**config.mk**
```make
export PLATFORM = sky130hd
export DESIGN_NAME = one_shot_timer_bank_unit_flat
export DESIGN_NICKNAME = d
export VERILOG_FILES = /design/src/rtl/osb_pkg.sv /design/src/rtl/osb_ifaces.sv /design/src/rtl/one_shot_timer_bank_unit.sv /design/src/rtl/osb_ctrl.sv /design/src/rtl/osb_dp.sv /design/src/flat_wrapper.sv
export VERILOG_INCLUDE_DIRS = /design/src /design/src/rtl
export SDC_FILE = /design/constraint.sdc
export NUM_CORES = 1
export LEC_CHECK = 0
export BUFFER_PORTS_ARGS = -buffer_cell sky130_fd_sc_hd__buf_2
export CORE_MARGIN = 5
export CORE_UTILIZATION = 62
export CTS_CLUSTER_DIAMETER = 200
export DETAILED_ROUTE_END_ITERATION = 8
export GPL_ROUTABILITY_DRIVEN = 0
export GPL_TIMING_DRIVEN = 0
export PLACE_DENSITY = 0.79
export SYNTH_ARGS = -nofsm -noshare
export SYNTH_HDL_FRONTEND = slang
export SYNTH_HIERARCHICAL = 1
export SYNTH_SLANG_ARGS = --single-unit
```
**constraint.sdc**
```tcl
create_clock -name clk -period 7.9 [get_ports clk]
set_clock_uncertainty 0.15 [all_clocks]
set_input_delay 0.79 -clock clk [delete_from_list [all_inputs] [get_ports clk]]
set_output_delay 0.79 -clock clk [all_outputs]
set_load 0.02 [all_outputs]
```
**src/rtl/one_shot_timer_bank_unit_defines.svh**
```systemverilog
// Assertion macros shared by the one-shot timer bank RTL.
// Each macro expects clk and rst_n to be visible where it is used.
`ifndef ONE_SHOT_TIMER_BANK_UNIT_DEFINES_SVH
`define ONE_SHOT_TIMER_BANK_UNIT_DEFINES_SVH

// Consequent must hold in the same cycle as the antecedent.
`define OSB_ASSERT_NOW(lbl, ante, cons, msg) \
  lbl: assert property (@(posedge clk) disable iff (!rst_n) (ante) |-> (cons)) \
    else $error(msg);

// Consequent must hold in the cycle after the antecedent.
`define OSB_ASSERT_NEXT(lbl, ante, cons, msg) \
  lbl: assert property (@(posedge clk) disable iff (!rst_n) (ante) |=> (cons)) \
    else $error(msg);

`endif

```
**src/rtl/osb_pkg.sv**
```systemverilog
// Package for the one-shot timer bank: sizes, request codes, controller
// states and the command/status structs between controller and datapath.
package osb_pkg;

  localparam int NUM_TIMERS = 8;
  localparam int TIMER_W    = (NUM_TIMERS > 1) ? $clog2(NUM_TIMERS) : 1;

  localparam int INDEX_W   = 3;
  localparam int PERIOD_W  = 32;
  localparam int ELAPSED_W = 16;
  localparam int COUNT_W   = 32;

  localparam logic REQ_START = 1'b0;
  localparam logic REQ_TICK  = 1'b1;

  typedef enum logic [1:0] {
    ST_IDLE,
    ST_SCAN,
    ST_EMIT
  } osb_state_t;

  typedef struct packed {
    logic tick_load;
    logic start_wr;
    logic scan_step;
    logic emit_step;
    logic idx_clr;
  } osb_cmd_t;

  typedef struct packed {
    logic idx_last;
    logic mask_empty;
    logic cur_bit;
    logic out_free;
  } osb_sts_t;

endpackage

```
**src/rtl/osb_ifaces.sv**
```systemverilog
// Valid/ready channel interfaces for the one-shot timer bank.
// Depends on osb_pkg for the payload widths.
interface osb_in_if import osb_pkg::*; ();
  logic                 valid;
  logic                 ready;
  logic                 req_type;
  logic [INDEX_W-1:0]   timer_index;
  logic [PERIOD_W-1:0]  period_ms;
  logic [ELAPSED_W-1:0] elapsed_ms;

  modport source (output valid, req_type, timer_index, period_ms, elapsed_ms,
                  input ready);
  modport sink   (input valid, req_type, timer_index, period_ms, elapsed_ms,
                  output ready);
endinterface

interface osb_out_if import osb_pkg::*; ();
  logic               valid;
  logic               ready;
  logic [INDEX_W-1:0] expired_index;
  logic               last_expiry;

  modport source (output valid, expired_index, last_expiry, input ready);
  modport sink   (input valid, expired_index, last_expiry, output ready);
endinterface

```
**src/rtl/one_shot_timer_bank_unit.sv**
```systemverilog
// One-shot timer bank, top level. A start item is accepted in idle and gives no result.
// A tick item scans one timer per cycle through the single add/compare unit, then walks the
// expiry mask one index per cycle up to the last expired timer, holding on a set bit until
// the output register is free. No new item is taken until the walk is done.
// Synchronous active-low reset disarms every timer and empties the output register.
module one_shot_timer_bank_unit import osb_pkg::*; (
  input  logic      clk,
  input  logic      rst_n,
  osb_in_if.sink    in_if,
  osb_out_if.source out_if
);

  osb_cmd_t cmd;
  osb_sts_t sts;

  osb_ctrl u_ctrl (
    .clk         (clk),
    .rst_n       (rst_n),
    .in_valid    (in_if.valid),
    .in_req_type (in_if.req_type),
    .in_ready    (in_if.ready),
    .sts         (sts),
    .cmd         (cmd)
  );

  osb_dp u_dp (
    .clk               (clk),
    .rst_n             (rst_n),
    .cmd               (cmd),
    .sts               (sts),
    .in_timer_index    (in_if.timer_index),
    .in_period_ms      (in_if.period_ms),
    .in_elapsed_ms     (in_if.elapsed_ms),
    .out_valid         (out_if.valid),
    .out_ready         (out_if.ready),
    .out_expired_index (out_if.expired_index),
    .out_last_expiry   (out_if.last_expiry)
  );

endmodule

```
**src/rtl/osb_ctrl.sv**
```systemverilog
// Controller for the one-shot timer bank: idle, scan and emit phases.
// Depends on osb_pkg and the assertion macros in the defines header.
`include "one_shot_timer_bank_unit_defines.svh"

module osb_ctrl import osb_pkg::*; (
  input  logic     clk,
  input  logic     rst_n,
  input  logic     in_valid,
  input  logic     in_req_type,
  output logic     in_ready,
  input  osb_sts_t sts,
  output osb_cmd_t cmd
);

  osb_state_t state_r, state_nxt;

  always_ff @(posedge clk) begin
    if (!rst_n) begin
      state_r <= ST_IDLE;
    end else begin
      state_r <= state_nxt;
    end
  end

  always_comb begin
    state_nxt = state_r;
    case (state_r)
      ST_IDLE: begin
        if (in_valid && (in_req_type == REQ_TICK)) state_nxt = ST_SCAN;
      end
      ST_SCAN: begin
        if (sts.idx_last) state_nxt = ST_EMIT;
      end
      ST_EMIT: begin
        if (sts.mask_empty) state_nxt = ST_IDLE;
      end
      default: state_nxt = ST_IDLE;
    endcase
  end

  always_comb begin
    cmd      = '0;
    in_ready = 1'b0;
    case (state_r)
      ST_IDLE: begin
        in_ready      = 1'b1;
        cmd.start_wr  = in_valid && (in_req_type == REQ_START);
        cmd.tick_load = in_valid && (in_req_type == REQ_TICK);
        cmd.idx_clr   = in_valid && (in_req_type == REQ_TICK);
      end
      ST_SCAN: begin
        cmd.scan_step = 1'b1;
        cmd.idx_clr   = sts.idx_last;
      end
      ST_EMIT: begin
        // A set bit waits for a free output slot; clear bits are skipped.
        cmd.emit_step = !sts.mask_empty && (!sts.cur_bit || sts.out_free);
      end
      default: begin
        cmd = '0;
      end
    endcase
  end

  `OSB_ASSERT_NEXT(a_scan_to_emit, (state_r == ST_SCAN) && sts.idx_last, state_r == ST_EMIT, "scan did not hand over to emit")
  `OSB_ASSERT_NEXT(a_emit_done, (state_r == ST_EMIT) && sts.mask_empty, state_r == ST_IDLE, "emit did not finish when no expiry was left")

endmodule

```
**src/rtl/osb_dp.sv**
```systemverilog
// Datapath for the one-shot timer bank: timer storage, scan counter,
// saturating add and compare, expiry mask and the output register.
// Depends on osb_pkg and the assertion macros in the defines header.
`include "one_shot_timer_bank_unit_defines.svh"

module osb_dp import osb_pkg::*; (
  input  logic                 clk,
  input  logic                 rst_n,
  input  osb_cmd_t             cmd,
  output osb_sts_t             sts,
  input  logic [INDEX_W-1:0]   in_timer_index,
  input  logic [PERIOD_W-1:0]  in_period_ms,
  input  logic [ELAPSED_W-1:0] in_elapsed_ms,
  output logic                 out_valid,
  input  logic                 out_ready,
  output logic [INDEX_W-1:0]   out_expired_index,
  output logic                 out_last_expiry
);

  logic [PERIOD_W-1:0]   period_r  [NUM_TIMERS];
  logic [COUNT_W-1:0]    elapsed_r [NUM_TIMERS];
  logic [NUM_TIMERS-1:0] armed_r;
  logic [NUM_TIMERS-1:0] mask_r;
  logic [TIMER_W-1:0]    idx_r;
  logic [ELAPSED_W-1:0]  add_r;

  logic                 out_valid_r;
  logic [INDEX_W-1:0]   out_index_r;
  logic                 out_last_r;

  logic                 start_ok;
  logic [TIMER_W-1:0]   start_idx;
  logic [COUNT_W:0]     sum_wide;
  logic [COUNT_W-1:0]   sum_sat;
  logic                 hit;
  logic [NUM_TIMERS-1:0] idx_bit;
  logic                 last_flag;
  logic                 load_out;

  assign start_ok  = 32'(in_timer_index) < 32'(NUM_TIMERS);
  assign start_idx = TIMER_W'(in_timer_index);

  // Saturating add of the tick to the current timer's count.
  assign sum_wide = {1'b0, elapsed_r[idx_r]} + (COUNT_W + 1)'(add_r);
  assign sum_sat  = sum_wide[COUNT_W] ? {COUNT_W{1'b1}} : sum_wide[COUNT_W-1:0];
  assign hit      = armed_r[idx_r] && (sum_sat >= period_r[idx_r]);

  assign idx_bit   = NUM_TIMERS'(1) << idx_r;
  assign last_flag = (mask_r & ~idx_bit) == '0;
  assign load_out  = cmd.emit_step && mask_r[idx_r];

  assign sts.idx_last   = idx_r == TIMER_W'(NUM_TIMERS - 1);
  assign sts.mask_empty = mask_r == '0;
  assign sts.cur_bit    = mask_r[idx_r];
  assign sts.out_free   = !out_valid_r || out_ready;

  always_ff @(posedge clk) begin
    if (cmd.start_wr && start_ok) begin
      period_r[start_idx]  <= in_period_ms;
      elapsed_r[start_idx] <= '0;
    end else if (cmd.scan_step && armed_r[idx_r]) begin
      elapsed_r[idx_r] <= sum_sat;
    end
    if (cmd.tick_load) begin
      add_r <= in_elapsed_ms;
    end
    if (load_out) begin
      out_index_r <= INDEX_W'(idx_r);
      out_last_r  <= last_flag;
    end
  end

  always_ff @(posedge clk) begin
    if (!rst_n) begin
      armed_r     <= '0;
      mask_r      <= '0;
      idx_r       <= '0;
      out_valid_r <= 1'b0;
    end else begin
      if (cmd.start_wr && start_ok) begin
        armed_r[start_idx] <= 1'b1;
      end else if (cmd.scan_step && hit) begin
        armed_r[idx_r] <= 1'b0;
      end
      if (cmd.scan_step && hit) begin
        mask_r[idx_r] <= 1'b1;
      end else if (load_out) begin
        mask_r[idx_r] <= 1'b0;
      end
      if (cmd.idx_clr) begin
        idx_r <= '0;
      end else if (cmd.scan_step || cmd.emit_step) begin
        idx_r <= idx_r + TIMER_W'(1);
      end
      if (load_out) begin
        out_valid_r <= 1'b1;
      end else if (out_ready) begin
        out_valid_r <= 1'b0;
      end
    end
  end

  assign out_valid         = out_valid_r;
  assign out_expired_index = out_index_r;
  assign out_last_expiry   = out_last_r;

  `OSB_ASSERT_NOW(a_emit_slot, cmd.emit_step && mask_r[idx_r], sts.out_free, "expiry loaded into a full output register")
  `OSB_ASSERT_NOW(a_expired_disarmed, mask_r[idx_r], !armed_r[idx_r], "pending expiry on an armed timer")
  `OSB_ASSERT_NEXT(a_last_drains, load_out && last_flag, mask_r == '0, "expiries left after the one marked last")

endmodule

```
**src/flat_wrapper.sv**
```systemverilog
// flat-port wrapper written by rule: the top's interface ports become plain ports
module one_shot_timer_bank_unit_flat import osb_pkg::*;
  (clk, rst_n, in_if_valid, in_if_req_type, in_if_timer_index, in_if_period_ms, in_if_elapsed_ms, in_if_ready, out_if_valid, out_if_expired_index, out_if_last_expiry, out_if_ready);
  osb_in_if in_if_i ();
  osb_out_if out_if_i ();
  input  logic clk;
  input  logic rst_n;
  input wire logic [$bits(in_if_i.valid)-1:0] in_if_valid;
  input wire logic [$bits(in_if_i.req_type)-1:0] in_if_req_type;
  input wire logic [$bits(in_if_i.timer_index)-1:0] in_if_timer_index;
  input wire logic [$bits(in_if_i.period_ms)-1:0] in_if_period_ms;
  input wire logic [$bits(in_if_i.elapsed_ms)-1:0] in_if_elapsed_ms;
  output wire logic [$bits(in_if_i.ready)-1:0] in_if_ready;
  output wire logic [$bits(out_if_i.valid)-1:0] out_if_valid;
  output wire logic [$bits(out_if_i.expired_index)-1:0] out_if_expired_index;
  output wire logic [$bits(out_if_i.last_expiry)-1:0] out_if_last_expiry;
  input wire logic [$bits(out_if_i.ready)-1:0] out_if_ready;
  assign in_if_i.valid = in_if_valid;
  assign in_if_i.req_type = in_if_req_type;
  assign in_if_i.timer_index = in_if_timer_index;
  assign in_if_i.period_ms = in_if_period_ms;
  assign in_if_i.elapsed_ms = in_if_elapsed_ms;
  assign in_if_ready = in_if_i.ready;
  assign out_if_valid = out_if_i.valid;
  assign out_if_expired_index = out_if_i.expired_index;
  assign out_if_last_expiry = out_if_i.last_expiry;
  assign out_if_i.ready = out_if_ready;
  one_shot_timer_bank_unit u_core (.clk(clk), .rst_n(rst_n), .in_if(in_if_i), .out_if(out_if_i));
endmodule
```
After elaboration in Yosys (flattened, before gate mapping)
Memory sizes are Yosys's and may differ from the RTL's. A register that Yosys moved wholly into a read port is not among the register bits.
Cells that the tools add are included.
{"block": "totals", "regBits": 42, "latch_bits": 0, "mem_bits_rw": 512, "mem_bits_ro": 0, "in_bits": 56, "out_inout_bits": 6, "word_cells": 93, "mem_count": 2}
{"memory": "u_core.u_dp.elapsed_r", "words": 8, "width": 32, "read_ports": 1, "rd_clocked_by_memory_dff": 1, "wr": 1, "line_no": "osb_dp.sv:21", "rtl": "logic [COUNT_W-1:0] elapsed_r [NUM_TIMERS];"}
{"memory": "u_core.u_dp.period_r", "words": 8, "width": 32, "read_ports": 1, "rd_clocked_by_memory_dff": 1, "wr": 1, "line_no": "osb_dp.sv:20", "rtl": "logic [PERIOD_W-1:0] period_r [NUM_TIMERS];"}
{"block": "classes", "add_sub_neg": 2, "multipliers": 0, "n_div": 0, "order_cmp": 5, "n_eq_ne": 6, "shift": 1, "n_mux": 36, "n_bitwise": 9, "reduce_logical": 24}
{"cell": "$mux W32", "n": 2}
{"cell": "$add A32 B16 Y33", "n": 1}
{"cell": "$ge A32 B32 Y1", "n": 1}
{"cell": "$mux W8", "n": 4}
{"cell": "$reduce_or A32 Y1", "n": 1}
{"cell": "$and A8 B8 Y8", "n": 3}
{"cell": "$logic_not A8 Y1", "n": 2}
{"cell": "$not A8 Y8", "n": 2}
{"cell": "$or A8 B8 Y8", "n": 2}
{"cell": "$mux W1", "n": 15}
{"cell": "$mux W3", "n": 5}
{"cell": "$logic_and A1 B1 Y1", "n": 9}
{"cell": "$lt A3 B4 Y1 const B", "n": 2}
{"cell": "$mux W2", "n": 4}
{"cell": "$shl A1 B3 Y8 const A", "n": 1}
{"cell": "$bmux W1 S3", "n": 2}
{"cell": "$demux W1 S3", "n": 2}
{"cell": "$ge A3 B1 Y1 const B", "n": 2}
{"cell": "$ne A2 B2 Y1 const B", "n": 3}
{"cell": "$pmux W2 S3", "n": 1}
{"cell": "$reduce_bool A2 Y1", "n": 3}
{"cell": "$add A3 B1 Y3 const B", "n": 1}
{"cell": "$eq A3 B3 Y1 const B", "n": 1}
{"cell": "$logic_not A1 Y1", "n": 3}
{"cell": "8 further kinds", "n": 11}

Longest topological paths before layout
{"block": "depth", "word_depth": 9, "ltp_mapped": 26}

Cells and area by module
The synthesis kept the hierarchy.
{"mod": "osb_dp", "n_inst": 1, "cells_each": 1238, "area_per_inst_um2": 23187.2, "seq_area_each_um2": 16435.8}
{"mod": "osb_ctrl", "n_inst": 1, "cells_each": 17, "area_per_inst_um2": 142.6, "seq_area_each_um2": 40.0}

Worst setup path after synthesis
OpenSTA, ideal clock, no wires.
{"block": "synth_timing", "kind": "reg-to-reg", "startpoint": "register with a tool-made name", "endpoint": "register with a tool-made name", "setup_time_ps": 116, "arrival_ps": 6051, "setup_slack_ps": 1583, "path_stages_with_launch": 27, "cell_sequence": "dfxtp_1 > buf_6 > buf_4 > buf_1 > buf_2 > mux4_2 > mux2_2 > ha_1 > fa_1 > a211oi_1 > o211a_1 > nor3_1 > o211a_1 > o2111a_1 > nand2_2 > buf_2 > nand2_1 > ha_1 > a211o_1 > a31oi_1 > nor4_1 > o211ai_1 > nand4b_1 > a221o_1 > a21o_1 > clkbuf_1 > a41o_1"}

==> flow_summary.yaml <==
place:
  post-place-ws_ns: 0.09325
  io_buffers: 61
  dp_cells: 1849
  placed_area_um2: 24810
  hpwl_um: 33610
finish:
  multi_input_comb_area_um2: 6669
  fin_nets: 1502
  ff_latch_area_um2: 16480
  syn2layout_area_growth_pct: 13.23
  fin_area_um2: 26420
  n_antenna_cell: 0
  drive_above_1_share: 0.2439
  layoutNonFillerInstCount: 1942
  fillers: 2215
  post-route-util: 0.7063
sta:
  rsz0062_at_grt: "no"
  hold_viol_final: 0
  fin_crit_sh: 0.9489
  slew_violations: 0
  fin_hold_ws_ns: 0.2265
  worst_slack_ns: 0.4036
  relSlewSlack: 0.2916
  fmax_ghz: 0.1334
  min_period_ns: 7.496
  final-setup-viol-count: 0
  worst_pin_slew_ns: 1.063
  setup_tns_ns: 0
clock_tree:
  clk_pin_slew_ns: 0.06
  clk_latency_ns: 0.59
  cts_inserted_buffers: 52
  cts.sinks: 557
  ctsRootBufferMaster: "clkbuf_16"
  htreeDepth: 2
  tritoncts: "done"
  clk_path_buf_depth: 3
detailed_routing:
  firstDrtPassIters: 5
  drc: 0
  wl_per_cell_um: 26.36
  vias: 12670
  wl_um: 51180
  ant_nets: 0
  viasPerCell: 6.526
  drt_iter0_markers: 1339
critical_path:
  path_class: "reg2reg"
  cp_data_required_time_ns: 8.19
  cp-end-kind: "flop"
  rr_worst_depth: 24
  arrival_ns: 7.78
  critPathLaunchType: "flop"
  cp_max_fo: 19
global_route:
  antenna_found_initial: 4
  grt_max_degree: 28
  grt_pass1_wl_um: 79030
  grt_use_total: 0.2534
  grt_pass1_vias: 13020
  gr-total-overflow: 0
floorplan:
  dieArea_um2: 41610
  io_pins: 62
  row_count: 71
  die_w_um: 204.0
  die_y_um: 204.0
  initial_core_util: 0.6238
  coreArea_um2: 37400
logic_synthesis:
  synth_top_family_by_area: "multiplexers"
  synth_compound_area_frac: 0.04693
  syn_nets: 1366
  muxShareOfSynthArea: 0.1553
  ys_seq_area_frac: 0.7062
  synthFlopType: "edfxtp_1"
  synth_top_cell_area_share: 0.6848
  synthTopCellsByArea: "edfxtp_1 (68%), mux4_2 (12%), ha_1 (2.9%), dfxtp_1 (2.1%), mux2i_1 (1.8%)"
  synth_xor_area_frac: 0.008635
  synth.cell_area_um2: 23330
  syn_avg_cell_area_um2: 18.59
  ys_top_cells_by_count: "edfxtp_1 (532), mux4_2 (124), nand2_1 (69)"
  async_reset_ff_frac: 0
  ys_warn_count: 6
  synth.largest_area_cell: "edfxtp_1"
  synth_edf_count: 532
  synthDistinctLibCells: 71
  synth-seq-cells: 557
  post-synth-top-count-cell: "edfxtp_1"
  yosys.area_share.simple: 0.04001
  yosys.area_share.adder: 0.02982
  syn-instance-count: 1255
pwr:
  vdd_ir_drop_max_v: 0.0001810
  fin_total_pwr_mw: 6.029
  p_sw_frac: 0.2123
  power.leakage_nw: 8.672
  switchingPower_mw: 1.280
  internal_power_mw: 4.749
  clkPwrFrac: 0.393
  p_per_area_nw_per_um2: 228.2
  combPwrFrac: 0.066
  p_seq_frac: 0.542
hold_path:
  min_path_type: "in2reg"
  hold_path_depth: 1
job:
  cap_violations: 0
run_status:
  status: "finished, final reports clean"
-- worst max-delay path, stage by stage, from the launching register on --
cell	delay (ns)
dfxtp_1	0.33
buf_6	0.17
buf_4	0.35
clkbuf_2	0.45
mux4_2	0.55
mux2_2	0.28
ha_1	0.22
fa_1	0.43
a211oi_1	0.35
o211a_1	0.23
nor3_1	0.07
o211a_1	0.31
o2111a_1	0.38
nand2_2	0.23
clkbuf_1	0.36
nand2_1	0.15
ha_1	0.34
nand4_1	0.23
nor4_1	0.43
o211ai_1	0.21
nand4b_1	0.17
a221o_1	0.20
a21o_1	0.18
clkbuf_1	0.38
a41oi_1	0.16
-- flip-flops by register name, summed over array words and instances, names as in the netlist, named ones only --
signal                         count
u_core/u_dp/idx_r                  3
u_core/u_dp/out_last_expiry        1
u_core/u_dp/armed_r                8
u_core/u_dp/period_r             256
u_core/u_dp/add_r                 16
u_core/u_dp/out_valid              1
u_core/u_dp/out_expired_index      3
u_core/u_ctrl/state_r              2
u_core/u_dp/elapsed_r            256
-- final timing paths --
path | endpoint | from | slack [ns]
setup / recovery | u_core/u_dp/armed_r[5]$_SDFFE_PN0P_ | flop | 0.40
hold / removal | u_core/u_dp/add_r[12]$_DFFE_PP_ | in_if_elapsed_ms[12] | 0.23
setup reg to reg | u_core/u_dp/armed_r[5]$_SDFFE_PN0P_ | flop | 0.40
hold reg to reg | u_core/u_dp/out_expired_index[2]$_DFFE_PP_ | u_core/u_dp/idx_r[2]$_SDFFE_PP0N_ | 0.33
-- power groups by stage --
stage | Sequential, mW | Clock [mW] | Combinational (mW)
5_1_grt | 3.26 | 2.55 | 0.433
3_5_place_dp | 3.33 | 0 | 0.390
3_3_place_gp | 3.33 | 0 | 0.365
4_1_cts | 3.26 | 2.41 | 0.395
6_report | 3.26 | 2.37 | 0.396
2_1_floorplan | 3.32 | 0 | 0.257
-- layout make-up --
class                      count  area share
sequential                   557      0.6237
tap                          511     0.02420
buffer                        53    0.009805
inverter                      13    0.001847
timing repair buffer          83     0.02714
multi-input combinational    631      0.2525
clock buffer                  61     0.05054
clock inverter                33     0.01028
-- per-layer routing --
metal | GRT usage | part of all wire
met2 | 0.4195 | 0.51
met5 | 0 | 0.00068
met4 | 0.06676 | 0.023
met1 | 0.3570 | 0.39
met3 | 0.04649 | 0.077
-- layout by cell type (no fill, tap or decap), types with 11 or more instances in the layout --
cell       instances
xor2_1            12
nand3_1           18
dfxtp_1           25
buf_2             71
o21ai_0           31
mux2_2            21
mux2i_1           41
edfxtp_1         532
nand2b_1          17
nand2_1           69
a21oi_1           61
ha_1              54
a31oi_1           14
nor2_1            35
clkinv_1          16
mux4_2           124
clkbuf_1          32
xnor2_1           11
inv_1             13
clkbuf_16         52
-- what timing repair did --
action,in CTS,in global routing
gates resized for setup,0,11
endpoints found under the hold margin,0,0
hold buffers,0,0
cloned,0,0
endpoints found under the setup margin,1,16
buffers inserted,0,0
-- kinds of logic (layout without fill, tap and decap cells) --
group / after synthesis / count (layout)
AO/OA/AOI/OAI: 168 / 168
XOR/XNOR: 23 / 23
adder cells (fa/ha/maj): 55 / 55
buffers and inverters: 67 / 243
flip-flops: 557 / 557
multiplexers: 193 / 193
AND/OR/NAND/NOR: 192 / 192
Note: power is estimated with default switching activity, not from simulation.
